### config.mk
export PLATFORM = sky130hd
export DESIGN_NAME = delta_timer_queue
export DESIGN_NICKNAME = d
export VERILOG_FILES = /design/src/sv/dtq_pkg.sv /design/src/sv/dtq_datapath.sv /design/src/sv/dtq_ctrl.sv /design/src/sv/delta_timer_queue.sv
export VERILOG_INCLUDE_DIRS = /design/src /design/src/sv
export SDC_FILE = /design/constraint.sdc
export NUM_CORES = 1
export LEC_CHECK = 0
export ABC_CLOCK_PERIOD_IN_PS = 5450
export BUFFER_PORTS_ARGS = -buffer_cell sky130_fd_sc_hd__buf_2
export CAP_MARGIN = 0
export CORE_MARGIN = 2
export CORE_UTILIZATION = 25
export CTS_BUF_LIST = sky130_fd_sc_hd__clkbuf_8
export DETAILED_ROUTE_END_ITERATION = 12
export SLEW_MARGIN = 10
export SYNTH_ARGS = -nofsm -noshare
export SYNTH_HDL_FRONTEND = slang
export SYNTH_HIERARCHICAL = 1
export SYNTH_SLANG_ARGS = --single-unit
### constraint.sdc
create_clock -name clock -period 5.45 [get_ports clock]
set_input_delay 0.545 -clock clock [delete_from_list [all_inputs] [get_ports clock]]
set_output_delay 0.545 -clock clock [all_outputs]
set_load 0.05 [all_outputs]
### src/sv/assert_macros.svh
// ---------------------------------------------------------------------------
// assert_macros.svh
// Assertion macros used by the delta timer queue datapath. They expand to
// nothing when SYNTHESIS is defined.
// ---------------------------------------------------------------------------
`ifndef ASSERT_MACROS_SVH
`define ASSERT_MACROS_SVH

`ifndef SYNTHESIS
// property must hold at every clock edge outside reset
`define DTQ_ASSERT(label, clk, rst, prop, msg) \
   label: assert property (@(posedge clk) disable iff (rst) prop) else $error(msg);
// condition must never be seen at a clock edge outside reset
`define DTQ_NEVER(label, clk, rst, cond, msg) \
   label: assert property (@(posedge clk) disable iff (rst) !(cond)) else $error(msg);
`else
`define DTQ_ASSERT(label, clk, rst, prop, msg)
`define DTQ_NEVER(label, clk, rst, cond, msg)
`endif

`endif

### src/sv/dtq_pkg.sv
// ---------------------------------------------------------------------------
// dtq_pkg
// Types, field widths and codes shared by the delta timer queue modules.
// ---------------------------------------------------------------------------
package dtq_pkg;

   // default sizing
   localparam int QUEUE_DEPTH_DEF = 16;
   localparam int TIME_BITS_DEF   = 16;

   // field widths
   localparam int OP_W       = 2;
   localparam int DELAY_W    = 16;
   localparam int ID_W       = 8;
   localparam int STATUS_W   = 2;
   localparam int REQ_DATA_W = 32;
   localparam int RSP_DATA_W = 16;

   // operation codes
   localparam logic [OP_W-1:0] OP_INSERT = 2'd0;
   localparam logic [OP_W-1:0] OP_POP    = 2'd1;
   localparam logic [OP_W-1:0] OP_REMOVE = 2'd2;

   // status codes
   localparam logic [STATUS_W-1:0] ST_OK        = 2'd0;
   localparam logic [STATUS_W-1:0] ST_EMPTY     = 2'd1;
   localparam logic [STATUS_W-1:0] ST_FULL      = 2'd2;
   localparam logic [STATUS_W-1:0] ST_NOT_FOUND = 2'd3;

   // commands from the controller to the datapath
   typedef struct packed {
      logic                load_req;    // capture request, clear pointer
      logic                scan_rd;     // read entry at pointer
      logic                walk_adv;    // insert walk: rest -= delta, pointer++
      logic                scan_adv;    // remove scan: pointer++
      logic                set_pos;     // pos = pointer, keep read entry
      logic                shup_rd;     // read entry below pointer
      logic                shup_wr;     // write it at pointer, pointer--
      logic                place;       // write new entry at pos, count++
      logic                shdn_rd;     // read entry above pointer
      logic                shdn_wr;     // write it at pointer, pointer++
      logic                shdn_end;    // count--
      logic                set_status;
      logic [STATUS_W-1:0] status_code;
      logic                load_rsp;    // move result into output register
   } cmd_type;

   // status from the datapath to the controller
   typedef struct packed {
      logic [OP_W-1:0] op;
      logic            empty;
      logic            full;
      logic            ptr_lt_count;
      logic            walk_le;      // read delta <= remaining delay
      logic            id_match;
      logic            shup_more;    // pointer > pos
      logic            shdn_more;    // pointer + 1 < count
   } stat_type;

endpackage

### src/sv/dtq_datapath.sv
// ---------------------------------------------------------------------------
// dtq_datapath
// Entry memories, entry count, walk pointer and result registers of the
// delta timer queue. Acts on commands from dtq_ctrl.
// ---------------------------------------------------------------------------
`include "assert_macros.svh"

module dtq_datapath
   import dtq_pkg::*;
#(
   parameter int QUEUE_DEPTH = QUEUE_DEPTH_DEF,
   parameter int TIME_BITS   = TIME_BITS_DEF
) (
   input  logic                  clock,
   input  logic                  reset,
   input  logic [REQ_DATA_W-1:0] req_tdata,
   input  cmd_type               cmd,
   output stat_type              stat,
   output logic [RSP_DATA_W-1:0] rsp_tdata
);

   localparam int AW = $clog2(QUEUE_DEPTH);
   localparam int CW = $clog2(QUEUE_DEPTH + 1);

   // request fields
   logic [OP_W-1:0]    req_op;
   logic [DELAY_W-1:0] req_delay;
   logic [ID_W-1:0]    req_id;
   logic [TIME_BITS-1:0] delay_sat;

   assign req_op    = req_tdata[OP_W-1:0];
   assign req_delay = req_tdata[OP_W+DELAY_W-1:OP_W];
   assign req_id    = req_tdata[OP_W+DELAY_W+ID_W-1:OP_W+DELAY_W];

   // clamp the delay to the time width
   if (TIME_BITS >= DELAY_W) begin : g_wide_time
      assign delay_sat = TIME_BITS'(req_delay);
   end else begin : g_narrow_time
      assign delay_sat = ((req_delay >> TIME_BITS) != '0) ? '1 : req_delay[TIME_BITS-1:0];
   end

   // working registers
   logic [OP_W-1:0]      op_ff, op_in;
   logic [ID_W-1:0]      id_ff, id_in;
   logic [TIME_BITS-1:0] rest_ff, rest_in;
   logic [TIME_BITS-1:0] saved_ff, saved_in;
   logic [CW-1:0]        ptr_ff, ptr_in;
   logic [CW-1:0]        pos_ff, pos_in;
   logic [CW-1:0]        count_ff, count_in;
   logic [ID_W-1:0]      popped_ff, popped_in;
   logic [STATUS_W-1:0]  status_ff, status_in;
   logic [RSP_DATA_W-1:0] rsp_ff, rsp_in;

   // memory read data
   logic [TIME_BITS-1:0] rd_delta_ff;
   logic [ID_W-1:0]      rd_thread_ff;

   logic [CW-1:0] ptr_inc;
   logic [CW-1:0] ptr_dec;
   logic [CW-1:0] pos_inc;

   assign ptr_inc = ptr_ff + CW'(1);
   assign ptr_dec = ptr_ff - CW'(1);
   assign pos_inc = pos_ff + CW'(1);

   // register next values
   always_comb begin
      op_in     = op_ff;
      id_in     = id_ff;
      rest_in   = rest_ff;
      saved_in  = saved_ff;
      ptr_in    = ptr_ff;
      pos_in    = pos_ff;
      count_in  = count_ff;
      popped_in = popped_ff;
      status_in = status_ff;
      rsp_in    = rsp_ff;

      if (cmd.load_req) begin
         op_in     = req_op;
         id_in     = req_id;
         rest_in   = delay_sat;
         ptr_in    = '0;
         popped_in = '0;
         status_in = ST_OK;
      end
      if (cmd.walk_adv) begin
         rest_in = rest_ff - rd_delta_ff;
         ptr_in  = ptr_inc;
      end
      if (cmd.scan_adv) begin
         ptr_in = ptr_inc;
      end
      if (cmd.set_pos) begin
         pos_in   = ptr_ff;
         saved_in = rd_delta_ff;
         if (op_ff == OP_POP) begin
            popped_in = rd_thread_ff;
         end
         if (op_ff == OP_INSERT) begin
            ptr_in = count_ff;
         end
      end
      if (cmd.shup_wr) begin
         ptr_in = ptr_dec;
      end
      if (cmd.place) begin
         count_in = count_ff + CW'(1);
      end
      if (cmd.shdn_wr) begin
         ptr_in = ptr_inc;
      end
      if (cmd.shdn_end) begin
         count_in = count_ff - CW'(1);
      end
      if (cmd.set_status) begin
         status_in = cmd.status_code;
      end
      if (cmd.load_rsp) begin
         rsp_in = RSP_DATA_W'({status_ff, popped_ff});
      end
   end

   always_ff @(posedge clock) begin
      if (reset) begin
         count_ff <= '0;
      end else begin
         count_ff <= count_in;
      end
      op_ff     <= op_in;
      id_ff     <= id_in;
      rest_ff   <= rest_in;
      saved_ff  <= saved_in;
      ptr_ff    <= ptr_in;
      pos_ff    <= pos_in;
      popped_ff <= popped_in;
      status_ff <= status_in;
      rsp_ff    <= rsp_in;
   end

   // entry memories, one read and one write port each
   logic [TIME_BITS-1:0] delta_mem  [QUEUE_DEPTH];
   logic [ID_W-1:0]      thread_mem [QUEUE_DEPTH];

   logic                 rd_en;
   logic [AW-1:0]        rd_addr;
   logic                 wr_en;
   logic [AW-1:0]        wr_addr;
   logic [TIME_BITS-1:0] wr_delta;
   logic [ID_W-1:0]      wr_thread;

   // read address select
   always_comb begin
      rd_en   = cmd.scan_rd | cmd.shup_rd | cmd.shdn_rd;
      rd_addr = ptr_ff[AW-1:0];
      if (cmd.shup_rd) begin
         rd_addr = ptr_dec[AW-1:0];
      end else if (cmd.shdn_rd) begin
         rd_addr = ptr_inc[AW-1:0];
      end
   end

   // write select; the entry next to pos takes the delta fix
   always_comb begin
      wr_en     = cmd.shup_wr | cmd.shdn_wr | cmd.place;
      wr_addr   = ptr_ff[AW-1:0];
      wr_delta  = rd_delta_ff;
      wr_thread = rd_thread_ff;
      if (cmd.place) begin
         wr_addr   = pos_ff[AW-1:0];
         wr_delta  = rest_ff;
         wr_thread = id_ff;
      end else if (cmd.shup_wr && (ptr_ff == pos_inc)) begin
         wr_delta = rd_delta_ff - rest_ff;
      end else if (cmd.shdn_wr && (ptr_ff == pos_ff)) begin
         wr_delta = rd_delta_ff + saved_ff;
      end
   end

   always_ff @(posedge clock) begin
      if (wr_en) begin
         delta_mem[wr_addr]  <= wr_delta;
         thread_mem[wr_addr] <= wr_thread;
      end
      if (rd_en) begin
         rd_delta_ff  <= delta_mem[rd_addr];
         rd_thread_ff <= thread_mem[rd_addr];
      end
   end

   // status to the controller
   always_comb begin
      stat.op           = op_ff;
      stat.empty        = (count_ff == '0);
      stat.full         = (count_ff == CW'(QUEUE_DEPTH));
      stat.ptr_lt_count = (ptr_ff < count_ff);
      stat.walk_le      = (rd_delta_ff <= rest_ff);
      stat.id_match     = (rd_thread_ff == id_ff);
      stat.shup_more    = (ptr_ff > pos_ff);
      stat.shdn_more    = (ptr_inc < count_ff);
   end

   assign rsp_tdata = rsp_ff;

   `DTQ_NEVER(a_count_range, clock, reset, count_ff > CW'(QUEUE_DEPTH), "entry count over depth")
   `DTQ_ASSERT(a_place_not_full, clock, reset, cmd.place |-> !stat.full, "insert into full queue")
   `DTQ_ASSERT(a_drop_not_empty, clock, reset, cmd.shdn_end |-> !stat.empty, "drop from empty queue")
   `DTQ_ASSERT(a_shdn_in_range, clock, reset, cmd.shdn_wr |-> ptr_inc < count_ff, "shift past tail")

endmodule

### src/sv/dtq_ctrl.sv
// ---------------------------------------------------------------------------
// dtq_ctrl
// Sequencer of the delta timer queue: walks, shifts and places entries one
// memory access per cycle, and owns both handshakes.
// ---------------------------------------------------------------------------
module dtq_ctrl
   import dtq_pkg::*;
(
   input  logic     clock,
   input  logic     reset,
   input  logic     req_tvalid,
   output logic     req_tready,
   output logic     rsp_tvalid,
   input  logic     rsp_tready,
   input  stat_type stat,
   output cmd_type  cmd
);

   localparam logic [3:0] S_IDLE    = 4'd0;
   localparam logic [3:0] S_DECODE  = 4'd1;
   localparam logic [3:0] S_SCAN_RD = 4'd2;
   localparam logic [3:0] S_SCAN_CK = 4'd3;
   localparam logic [3:0] S_SHUP_RD = 4'd4;
   localparam logic [3:0] S_SHUP_WR = 4'd5;
   localparam logic [3:0] S_SHDN_RD = 4'd6;
   localparam logic [3:0] S_SHDN_WR = 4'd7;
   localparam logic [3:0] S_FINISH  = 4'd8;

   logic [3:0] state_ff, state_in;
   logic       rsp_valid_ff, rsp_valid_in;

   assign req_tready = (state_ff == S_IDLE);
   assign rsp_tvalid = rsp_valid_ff;

   // next state and commands
   always_comb begin
      state_in = state_ff;
      cmd      = '0;
      case (state_ff)
         S_IDLE: begin
            if (req_tvalid) begin
               cmd.load_req = 1'b1;
               state_in     = S_DECODE;
            end
         end
         S_DECODE: begin
            case (stat.op)
               OP_INSERT: begin
                  if (stat.full) begin
                     cmd.set_status  = 1'b1;
                     cmd.status_code = ST_FULL;
                     state_in        = S_FINISH;
                  end else begin
                     state_in = S_SCAN_RD;
                  end
               end
               OP_POP, OP_REMOVE: begin
                  if (stat.empty) begin
                     cmd.set_status  = 1'b1;
                     cmd.status_code = ST_EMPTY;
                     state_in        = S_FINISH;
                  end else begin
                     state_in = S_SCAN_RD;
                  end
               end
               default: begin
                  state_in = S_FINISH;
               end
            endcase
         end
         S_SCAN_RD: begin
            if (stat.ptr_lt_count) begin
               cmd.scan_rd = 1'b1;
               state_in    = S_SCAN_CK;
            end else if (stat.op == OP_INSERT) begin
               // new entry goes at the tail
               cmd.set_pos = 1'b1;
               state_in    = S_SHUP_RD;
            end else begin
               cmd.set_status  = 1'b1;
               cmd.status_code = ST_NOT_FOUND;
               state_in        = S_FINISH;
            end
         end
         S_SCAN_CK: begin
            if (stat.op == OP_INSERT) begin
               if (stat.walk_le) begin
                  cmd.walk_adv = 1'b1;
                  state_in     = S_SCAN_RD;
               end else begin
                  cmd.set_pos = 1'b1;
                  state_in    = S_SHUP_RD;
               end
            end else if ((stat.op == OP_POP) || stat.id_match) begin
               cmd.set_pos = 1'b1;
               state_in    = S_SHDN_RD;
            end else begin
               cmd.scan_adv = 1'b1;
               state_in     = S_SCAN_RD;
            end
         end
         // open a slot at pos, tail first
         S_SHUP_RD: begin
            if (stat.shup_more) begin
               cmd.shup_rd = 1'b1;
               state_in    = S_SHUP_WR;
            end else begin
               cmd.place = 1'b1;
               state_in  = S_FINISH;
            end
         end
         S_SHUP_WR: begin
            cmd.shup_wr = 1'b1;
            state_in    = S_SHUP_RD;
         end
         // close the gap at pos, head first
         S_SHDN_RD: begin
            if (stat.shdn_more) begin
               cmd.shdn_rd = 1'b1;
               state_in    = S_SHDN_WR;
            end else begin
               cmd.shdn_end = 1'b1;
               state_in     = S_FINISH;
            end
         end
         S_SHDN_WR: begin
            cmd.shdn_wr = 1'b1;
            state_in    = S_SHDN_RD;
         end
         S_FINISH: begin
            if (!rsp_valid_ff || rsp_tready) begin
               cmd.load_rsp = 1'b1;
               state_in     = S_IDLE;
            end
         end
         default: begin
            state_in = S_IDLE;
         end
      endcase
   end

   // output register valid
   always_comb begin
      rsp_valid_in = rsp_valid_ff;
      if (rsp_tready) begin
         rsp_valid_in = 1'b0;
      end
      if (cmd.load_rsp) begin
         rsp_valid_in = 1'b1;
      end
   end

   always_ff @(posedge clock) begin
      if (reset) begin
         state_ff     <= S_IDLE;
         rsp_valid_ff <= 1'b0;
      end else begin
         state_ff     <= state_in;
         rsp_valid_ff <= rsp_valid_in;
      end
   end

endmodule

### src/sv/delta_timer_queue.sv
// Operation: insert walks from the head past every entry due no later than it, then shifts
// the later entries up and places it; pop and remove scan for their entry, then shift down.
// Rejected requests (full, empty) and unused codes go straight to the result.
// One request at a time: the next one is accepted in the cycle after the result loads; each
// entry walked is read then checked, each one shifted read then written; result stalls hold it.
// Reset: synchronous, active high; clears entry count and handshakes, not the entry store.
// ---------------------------------------------------------------------------
// delta_timer_queue
// Bounded queue of sleeping threads in wake-up order, each entry holding its
// delay relative to the one before it. Supports insert, pop head, remove by id.
// ---------------------------------------------------------------------------
module delta_timer_queue
   import dtq_pkg::*;
#(
   parameter int QUEUE_DEPTH = QUEUE_DEPTH_DEF,
   parameter int TIME_BITS   = TIME_BITS_DEF
) (
   input  logic                  clock,
   input  logic                  reset,
   input  logic                  req_tvalid,
   output logic                  req_tready,
   input  logic [REQ_DATA_W-1:0] req_tdata,  // operation[1:0], delay[17:2], thread_id[25:18]
   output logic                  rsp_tvalid,
   input  logic                  rsp_tready,
   output logic [RSP_DATA_W-1:0] rsp_tdata   // popped_id[7:0], status[9:8]
);

   cmd_type  cmd;
   stat_type stat;

   dtq_ctrl u_ctrl (
      .clock      (clock),
      .reset      (reset),
      .req_tvalid (req_tvalid),
      .req_tready (req_tready),
      .rsp_tvalid (rsp_tvalid),
      .rsp_tready (rsp_tready),
      .stat       (stat),
      .cmd        (cmd)
   );

   dtq_datapath #(
      .QUEUE_DEPTH (QUEUE_DEPTH),
      .TIME_BITS   (TIME_BITS)
   ) u_datapath (
      .clock     (clock),
      .reset     (reset),
      .req_tdata (req_tdata),
      .cmd       (cmd),
      .stat      (stat),
      .rsp_tdata (rsp_tdata)
   );

endmodule
==> flow_metrics.py, run 1 <==
metrics = {
    "critical_path": {
        "critPathSlowestCell": "dfxtp_1",
        "arrival_ns": 5.29,
        "slowest_delay_ns": 0.63,
        "cp.required_ns": 5.84,
        "start_kind": "flip-flop",
        "critPathMostFrequentCell": "a21oi_1",
        "ff2ff_setup_slack_ns": 0.56,
        "worstPathMaxFanout": 24,
        "crit_type": "reg2reg",
        "crit_chain": "inv_1 > ha_1 > ha_1 > a21oi_1 > nor2b_1 > o21ai_0 > nand2b_1 > a21oi_1 > and4_1 > nor2_4 > xnor2_4 > buf_12 > mux4_2 > nor2b_1 > a211oi_1 > a21oi_1",
        "end_kind": "flip-flop",
    },
    "die": {
        "placeableCoreArea_um2": 89900,
        "ios": 54,
        "rows": 110,
        "fp.dieH_um": 305,
        "die-area_um2": 92800,
        "start_util": 0.252,
        "die_w_um": 305,
    },
    "run": {
        "drv_cap": 0,
    },
    "synthesis": {
        "async_flop_share": 0,
        "syn_area_per_cell_um2": 15.3,
        "synth_edf_count": 467,
        "yosys.area.top_type": "edfxtp_1",
        "synth_cells": 1478,
        "synthMostInstantiatedCell": "edfxtp_1",
        "synth_cell_type_count": 86,
        "synth_common_cells": "467 x edfxtp_1, 96 x mux4_2, 83 x a21oi_1",
        "synth_top_area_share": 0.620,
        "synth_area_um2": 22600,
        "ys_warn_count": 6,
        "synth_area_leaders": "edfxtp_1 62%, mux4_2 9.6%, ha_1 3.8%, dfxtp_1 2.0%, a21oi_1 1.8%",
        "synth-main-ff-cell": "edfxtp_1",
        "ys_seq_elements": 490,
        "yosysSeqAreaShare": 0.641,
    },
    "pwr": {
        "max-vdd-ir-drop_mv": 0.173,
        "p_leak_nw": 8.68,
        "p_per_area_nw_per_um2": 300,
    },
    "placed_design": {
        "place_ws_ns": 0.629,
        "dpl.hpwl_mm": 32.6,
        "gp_congestion": 0.849,
        "port_buffers": 41,
    },
    "clocking": {
        "ctsResizeCount": 0,
        "clockBufferDepth": 3,
        "worstSkewPairLatency_ns": 0.68,
        "numClockSinks": 490,
        "cts_tree": "built",
        "htreeDepth": 3,
        "cts_made_buffers": 78,
        "cts_root_buffer": "clkbuf_8",
        "clkTransAtPathRegs_ns": 0.07,
        "post-cts-setup-buffer-count": 0,
    },
    "sta": {
        "finalSetupViolations": 0,
        "post-route-period-util": 0.898,
        "fin_crit_ns": 4.89,
        "fin_tns_setup_ns": 0,
        "fin_skew_ns": 0.0511,
        "rsz0062_at_grt": "false",
        "postLayoutSetupSlackWorst_ns": 0.559,
        "final_max_slew_viol_count": 0,
        "slew-limit-headroom": 0.196,
        "fmax_mhz": 204,
        "hold_viol": 0,
        "worstMarginPinSlew_ns": 1.21,
    },
    "routing": {
        "viasPerCell": 4.63,
        "drc": 0,
        "wire_per_inst_um": 18.9,
        "routed-via-count": 13000,
        "drtAntennaViolNets": 0,
        "drt_iter0_markers": 996,
        "first_pass_iters": 7,
        "postRouteWirelength_mm": 53.1,
    },
    "cells_and_area": {
        "drive_gt1_frac": 0.216,
        "area_growth_pct": 16.2,
        "layout.nets": 1687,
    },
    "global_route": {
        "grt_pass1_vias": 13200,
        "grt_usage": 0.113,
        "antenna_found_initial": 1,
        "grt_pass1_wl_mm": 80.2,
        "grt_max_degree": 73,
        "overflow": 0,
    },
    "worst_hold_path": {
        "hp-class": "in2reg",
    },
    "run_status": {
        "status": "complete, no violations",
    },
}
[worst paths after layout]
kind / startpoint / depth (start not counted) / endpoint
worst min-delay path: req_tdata[22] / 1 / u_datapath/id_ff[4]
worst max-delay path: u_datapath/ptr_ff[1] / 16 / u_datapath/rd_delta_ff[1]
worst min register to register: u_datapath/status_ff[0] / 0 / u_datapath/rsp_tdata[8]
worst max register to register: u_datapath/ptr_ff[1] / 16 / u_datapath/rd_delta_ff[1]
[critical path, delay by kind of cell (launching register included)]
kind / cells / cell delay, ns
adder cells (fa/ha/maj): 2 / 0.72
XOR/XNOR: 1 / 0.46
flip-flops: 1 / 0.63
multiplexers: 1 / 0.52
AO/OA/AOI/OAI: 5 / 0.97
buffers and inverters: 2 / 0.45
AND/OR/NAND/NOR: 5 / 0.81
[sequential cells by signal, indices dropped and copies added, names as in the netlist]
name	cells
u_datapath/id_ff	8
u_datapath/rd_thread_ff	8
u_datapath/op_ff	2
u_datapath/ptr_ff	5
u_ctrl/rsp_tvalid	1
u_datapath/rest_ff	16
u_datapath/saved_ff	16
u_datapath/popped_ff	8
u_datapath/delta_mem	256
u_datapath/pos_ff	5
u_datapath/thread_mem	128
u_datapath/status_ff	2
u_ctrl/state_ff	4
u_datapath/count_ff	5
u_datapath/rd_delta_ff	16
u_datapath/rsp_tdata	10
[kinds of logic after synthesis]
logic type | synth area share
DFF | 0.641
and+or+nand+nor | 0.0689
AOI/OAI and AO/OA | 0.0821
muxes | 0.119
buffers and inverters | 0.0288
adders and majority gates | 0.0412
xor gates and xnor gates | 0.0193
other | 0.000166
[metal layers]
layer | part of all wire | global-route usage
met1 | 0.44 | 0.145
met3 | 0.051 | 0.0198
met2 | 0.49 | 0.194
met5 | 0 | 0
met4 | 0.019 | 0.0353
[timing repair]
item	in CTS	in global routing
endpoints found under the hold margin	5	0
hold buffers	5	0
endpoints found under the setup margin	0	0
[through the flow]
step                instances  utilization  hold WS [ns]  area [um^2]  power, mW
finish                   2817        0.292        0.0563        26300       7.89
global route             2816        0.292        0.0271        26300       8.17
detailed placement       2670        0.274         0.419        24600       4.66
global placement         2670        0.274         0.413        24600       4.65
CTS                      2815        0.292       0.00724        26300       7.98
floorplan                1483            -         0.400        22600       4.54
[layout make-up]
cell class                      count  area [um^2]
Fill cell                        8876        63600
Sequential cell                   490        14500
Multi-Input combinational cell    851         7660
Tap cell                         1176         1470
Clock buffer                       80         1100
Timing Repair Buffer               98          796
Clock inverter                     60          532
Inverter                           60          225
Antenna cell                        2         5.00
[cells in the final DEF (no fill, tap or decap), types with 12 or more instances in the layout]
cell type	n
edfxtp_1	467
mux4_2	96
a21oi_1	83
clkbuf_8	80
inv_1	74
nand2_1	69
ha_1	68
nor2_1	64
buf_2	41
nor2b_1	41
buf_4	40
a211oi_1	35
xnor2_1	33
o21ai_0	31
mux2i_1	30
dfxtp_1	23
clkinv_1	18
nor3_1	18
a31oi_1	18
mux2_2	18
nor2_4	17
nand3_1	16
o21a_1	12
xor2_1	12
buf_12	12
[power breakdown]
part	total, mW	switching (mW)	leakage [nW]	internal, mW
registers	4.15	0.0368	4.40	4.11
clock network	3.31	1.53	0.878	1.78
logic	0.430	0.257	3.40	0.173
total	7.89	1.82	8.68	6.07
Note: power is estimated with default switching activity, not from simulation.
==> run 2, diff against run 1 <==
RECOVER_POWER = 50   (was default)
==> run 2 against run 1 <==
The flow now finishes with violations (capacitance limit, slew limit). Non-clock buffer count did not move. Setup slack lost 0.12 ns. Cell area is 0.31% lower. Global-route usage did not move. Critical path type unchanged. Critical endpoint is now u_datapath/delta_mem[1][11].
==> flow_metrics.py, run 2 (synthesis gave the netlist of run 1 again) <==
metrics = {
    "run_status": {
        "status": "finished with violations",
        "violations": "capacitance limit, slew limit",
    },
    "worst_hold_path": {
        "hp-class": "in2reg",
        "min_from": "req_tdata[22]",
    },
    "critical_path": {
        "startpoint": "u_datapath/ptr_ff[2]",
        "end_kind": "flip-flop",
        "crit_chain": "clkbuf_1 > ha_1 > and4_1 > a21oi_1 > a22oi_1 > nor4_2 > clkbuf_2 > nand2_1 > o21ai_0 > nand2_1 > nor2_4 > buf_2",
        "critPathSlowestCell": "clkbuf_2",
        "slowest_delay_ns": 0.82,
        "worstPathMaxFanout": 37,
        "start_kind": "flip-flop",
        "reg2reg_from": "u_datapath/ptr_ff[2]",
        "cp.required_ns": 5.71,
        "cpLargestDelayFamily": "buffers and inverters",
        "arrival_ns": 5.28,
        "crit_type": "reg2reg",
        "critPathMostFrequentCell": "nand2_1",
        "crit_buf_inv": 3,
    },
    "clocking": {
        "cts_made_buffers": 78,
        "ctsResizeCount": 0,
        "cts_root_buffer": "clkbuf_8",
        "numClockSinks": 490,
        "holdBufCountCts": 5,
        "clockBufferDepth": 3,
        "cts_tree": "built",
        "post-cts-setup-buffer-count": 0,
        "worstSkewPairLatency_ns": 0.68,
        "htreeDepth": 3,
        "clkTransAtPathRegs_ns": 0.06,
    },
    "cells_and_area": {
        "area_growth_pct": 15.9,
        "final_common_cell": "edfxtp_1",
        "largestRegisters": "u_datapath/delta_mem: 256 flops, u_datapath/thread_mem: 128 flops",
        "fillers": 8892,
        "layout.nets": 1687,
        "regMostFlops": "u_datapath/delta_mem",
        "largest_reg_flops": 256,
        "drive_gt1_frac": 0.193,
        "final_cell_mix": "467 x edfxtp_1, 96 x mux4_2, 83 x a21oi_1",
    },
    "routing": {
        "drc": 0,
        "drtAntennaViolNets": 0,
        "viasPerCell": 4.64,
        "routed-via-count": 13100,
        "drt_iter0_markers": 966,
        "postRouteWirelength_mm": 53.2,
        "first_pass_iters": 5,
        "wire_per_inst_um": 18.9,
    },
    "die": {
        "fp.dieH_um": 305,
        "placeableCoreArea_um2": 89900,
        "die_w_um": 305,
        "start_util": 0.252,
        "ios": 54,
        "die-area_um2": 92800,
        "rows": 110,
    },
    "sta": {
        "fin_skew_ns": 0.0525,
        "post-route-period-util": 0.920,
        "finalSetupViolations": 0,
        "fmax_mhz": 199,
        "fin_crit_ns": 5.02,
        "slew-limit-headroom": -0.166,
        "hold_viol": 0,
        "rsz0062_at_grt": "false",
        "hold_ws_ns": 0.0540,
        "worstMarginPinSlew_ns": 1.75,
        "fin_tns_setup_ns": 0,
        "final_max_slew_viol_count": 26,
    },
    "placed_design": {
        "dpl.hpwl_mm": 32.6,
        "gp_congestion": 0.849,
        "port_buffers": 41,
    },
    "pwr": {
        "p_per_area_nw_per_um2": 301,
        "p_leak_nw": 8.58,
        "max-vdd-ir-drop_mv": 0.175,
    },
    "global_route": {
        "overflow": 0,
        "grt_pass1_vias": 13200,
        "grt_usage": 0.113,
        "grt_pass1_wl_mm": 80.2,
        "antenna_found_initial": 1,
        "grt_max_degree": 73,
    },
    "run": {
        "drv_cap": 1,
    },
}
[run 2: worst paths after layout]
check,end,slack (ns),cells past startpoint
setup / recovery,u_datapath/delta_mem[1][11],0.43,12
hold / removal,u_datapath/id_ff[4],0.05,1
setup reg to reg,u_datapath/delta_mem[1][11],0.43,12
hold reg to reg,u_datapath/rsp_tdata[8],0.43,0
[run 2: metrics by stage]
stage                util  power [mW]  worst slack (ns)  instance area [um^2]  instances
floorplan               -        4.54              1.23                 22600       1483
global placement    0.274        4.65             0.691                 24600       2670
detailed placement  0.274        4.66             0.629                 24600       2670
CTS                 0.292        7.98             0.551                 26300       2815
global route        0.291        8.16             0.126                 26200       2816
finish              0.291        7.89             0.434                 26200       2816
[run 2: where the power goes]
group | switching, mW | internal [mW] | leakage, nW
sequential | 0.0369 | 4.12 | 4.40
combinational | 0.257 | 0.169 | 3.30
clock | 1.53 | 1.78 | 0.878
[run 2: area by class of cell]
type / instances / area, um^2 / area share
antenna: 1 / 2.50 / 0.0000955
clock buffer: 80 / 1100 / 0.0420
clock inverter: 60 / 532 / 0.0203
inverter: 60 / 225 / 0.00860
multi-input combinational: 851 / 7660 / 0.292
sequential: 490 / 14500 / 0.553
tap: 1176 / 1470 / 0.0562
timing repair buffer: 98 / 716 / 0.0273
[run 2: layer usage]
| metal | wire length, um | vias to the layer above | part of all wire | global-route usage |
|---|---|---|---|---|
| li1 | - | 5989 | - | - |
| met2 | 26100 | 313 | 0.49 | 0.194 |
| met4 | 1180 | 0 | 0.022 | 0.0353 |
| met1 | 23500 | 6683 | 0.44 | 0.145 |
| met5 | 0 | - | 0 | 0 |
| met3 | 2450 | 75 | 0.046 | 0.0198 |
==> run 3, diff against run 2 <==
REMOVE_ABC_BUFFERS = 1   (was default)
==> run 3 against run 2 <==
Largest power group unchanged. Critical path type unchanged. Sequential share of layout area is 0.65 points higher. Setup slack better by 0.32 ns. The flow still finishes with violations (capacitance limit, slew limit). Clock skew down 0.0067 ns.
==> flow_metrics.py, run 3 (synthesis gave the netlist of run 1 again) <==
metrics = {
    "worst_hold_path": {
        "hold_depth": 1,
        "hp-class": "in2reg",
        "holdPathEnd": "u_datapath/id_ff[2]",
        "min_from": "req_tdata[20]",
    },
    "routing": {
        "viasPerCell": 4.63,
        "drt_iter0_markers": 1069,
        "routed-via-count": 13100,
        "first_pass_iters": 5,
        "drtAntennaViolNets": 0,
        "drc": 0,
        "postRouteWirelength_mm": 52.8,
        "wire_per_inst_um": 18.7,
    },
    "sta": {
        "rsz0062_at_grt": "false",
        "postLayoutSetupSlackWorst_ns": 0.749,
        "slew-limit-headroom": -0.323,
        "fin_skew_ns": 0.0458,
        "post-route-period-util": 0.863,
        "hold_viol": 0,
        "final_max_slew_viol_count": 25,
        "fin_tns_setup_ns": 0,
        "hold_ws_ns": 0.0656,
        "worstMarginPinSlew_ns": 1.98,
        "fin_crit_ns": 4.70,
        "finalSetupViolations": 0,
        "fmax_mhz": 213,
    },
    "critical_path": {
        "arrival_ns": 5.26,
        "crit_chain": "inv_1 > ha_1 > fa_1 > nor2b_1 > o31a_1 > o221a_2 > o21ai_0 > o21ai_0 > o21ai_0 > nand2_1 > or3b_2 > nand2_1 > or3b_2 > o21ai_0 > mux2i_1 > mux2_2",
        "start_kind": "flip-flop",
        "worstPathMaxFanout": 11,
        "ff2ff_setup_slack_ns": 0.75,
        "cpLargestDelayFamily": "simple AND/OR/NAND/NOR gates",
        "reg2reg_from": "u_datapath/rd_delta_ff[0]",
        "cp.required_ns": 6.01,
        "critPathMostFrequentCell": "o21ai_0",
        "crit_buf_inv": 1,
        "startpoint": "u_datapath/rd_delta_ff[0]",
        "end_kind": "flip-flop",
        "crit_type": "reg2reg",
        "slowest_delay_ns": 0.58,
        "critPathSlowestCell": "or3b_2",
        "r2r_cells": 16,
        "worstReg2RegEnd": "u_datapath/ptr_ff[1]",
    },
    "run_status": {
        "status": "finished with violations",
        "violations": "capacitance limit, slew limit",
    },
    "pwr": {
        "p_total_mw": 7.55,
        "p_leak_nw": 8.54,
        "max-vdd-ir-drop_mv": 0.141,
        "p_per_area_nw_per_um2": 292,
    },
    "die": {
        "fp.dieH_um": 305,
        "placeableCoreArea_um2": 89900,
        "rows": 110,
        "die-area_um2": 92800,
        "die_w_um": 305,
        "ios": 54,
        "start_util": 0.252,
    },
    "global_route": {
        "grt_pass1_vias": 13500,
        "grt_use_met3": 0.0211,
        "grt_busiest_layer": "met2",
        "antenna_found_initial": 2,
        "grt_pass1_wl_mm": 81.7,
        "grt_max_degree": 49,
        "use_met2": 0.186,
        "use_met1": 0.152,
        "overflow": 0,
        "grt_usage": 0.113,
    },
    "clocking": {
        "cts_tree": "built",
        "cts_root_buffer": "clkbuf_8",
        "worstSkewPairLatency_ns": 0.67,
        "ctsResizeCount": 0,
        "clockBufferDepth": 3,
        "htreeDepth": 3,
        "clkTransAtPathRegs_ns": 0.06,
        "cts_made_buffers": 83,
        "holdBufCountCts": 0,
        "numClockSinks": 490,
        "post-cts-setup-buffer-count": 0,
    },
    "cells_and_area": {
        "fin_area_um2": 25900,
        "final_cell_mix": "467 x edfxtp_1, 96 x mux4_2, 83 x clkbuf_8, 83 x a21oi_1, 80 x inv_1",
        "largest_reg_flops": 256,
        "fillers": 8991,
        "n_antenna_cell": 0,
        "stdcell_count": 2822,
        "final_common_cell": "edfxtp_1",
        "drive_gt1_frac": 0.190,
        "largestRegisters": "u_datapath/delta_mem: 256 flops, u_datapath/thread_mem: 128 flops",
        "area_growth_pct": 14.5,
        "post-route-util": 0.288,
        "layout.nets": 1694,
        "regMostFlops": "u_datapath/delta_mem",
    },
    "placed_design": {
        "dpl_cell_area_um2": 24500,
        "place_ws_ns": 0.826,
        "port_buffers": 41,
        "dpl.hpwl_mm": 32.1,
        "gp_congestion": 0.860,
        "place_inst": 2677,
    },
    "run": {
        "drv_cap": 1,
    },
}
-- run 3: cell types whose count changed in the layout (fill, tap and decap cells not counted), sizes merged, moves of 3 or more --
| cell | previous run | this run |
|---|---|---|
| buf | 63 | 69 |
| bufinv | 8 | 1 |
| clkbuf | 110 | 114 |
| clkinv | 27 | 37 |
| clkinvlp | 3 | 0 |
| dlygate4sd3 | 5 | 0 |
-- run 3: cell type report --
type | count | area [um^2] | share of cell area
Multi-Input combinational cell | 851 | 7570 | 0.292
Clock inverter | 62 | 319 | 0.0123
Timing Repair Buffer | 100 | 674 | 0.0260
Clock buffer | 83 | 1140 | 0.0441
Inverter | 60 | 225 | 0.00870
Sequential cell | 490 | 14500 | 0.559
Tap cell | 1176 | 1470 | 0.0568
-- run 3: worst max path at each step --
stage | endpoint | slack, ns | cells past startpoint
after floorplan | u_datapath/rd_delta_ff[0] | -3.31 | 10
after global placement | u_datapath/ptr_ff[1] | 0.86 | 16
after detailed placement | u_datapath/ptr_ff[1] | 0.83 | 16
after CTS | u_datapath/ptr_ff[1] | 0.82 | 16
after global routing | u_datapath/rd_delta_ff[10] | 0.41 | 14
final | u_datapath/ptr_ff[1] | 0.75 | 16
-- run 3: routing by layer --
layer  share of wire  up-vias  wire length, um
li1                -     5999                -
met1            0.46     6684            24000
met2            0.48      307            25100
met3           0.048       79             2520
met4           0.021        2             1130
met5         0.00019        -               10
-- run 3: report_power, final --
part | switching, mW | leakage, nW | total [mW] | internal [mW]
Sequential | 0.0315 | 4.40 | 4.15 | 4.12
Clock | 1.49 | 0.833 | 2.97 | 1.48
Combinational | 0.259 | 3.30 | 0.426 | 0.167
Total | 1.78 | 8.54 | 7.55 | 5.76
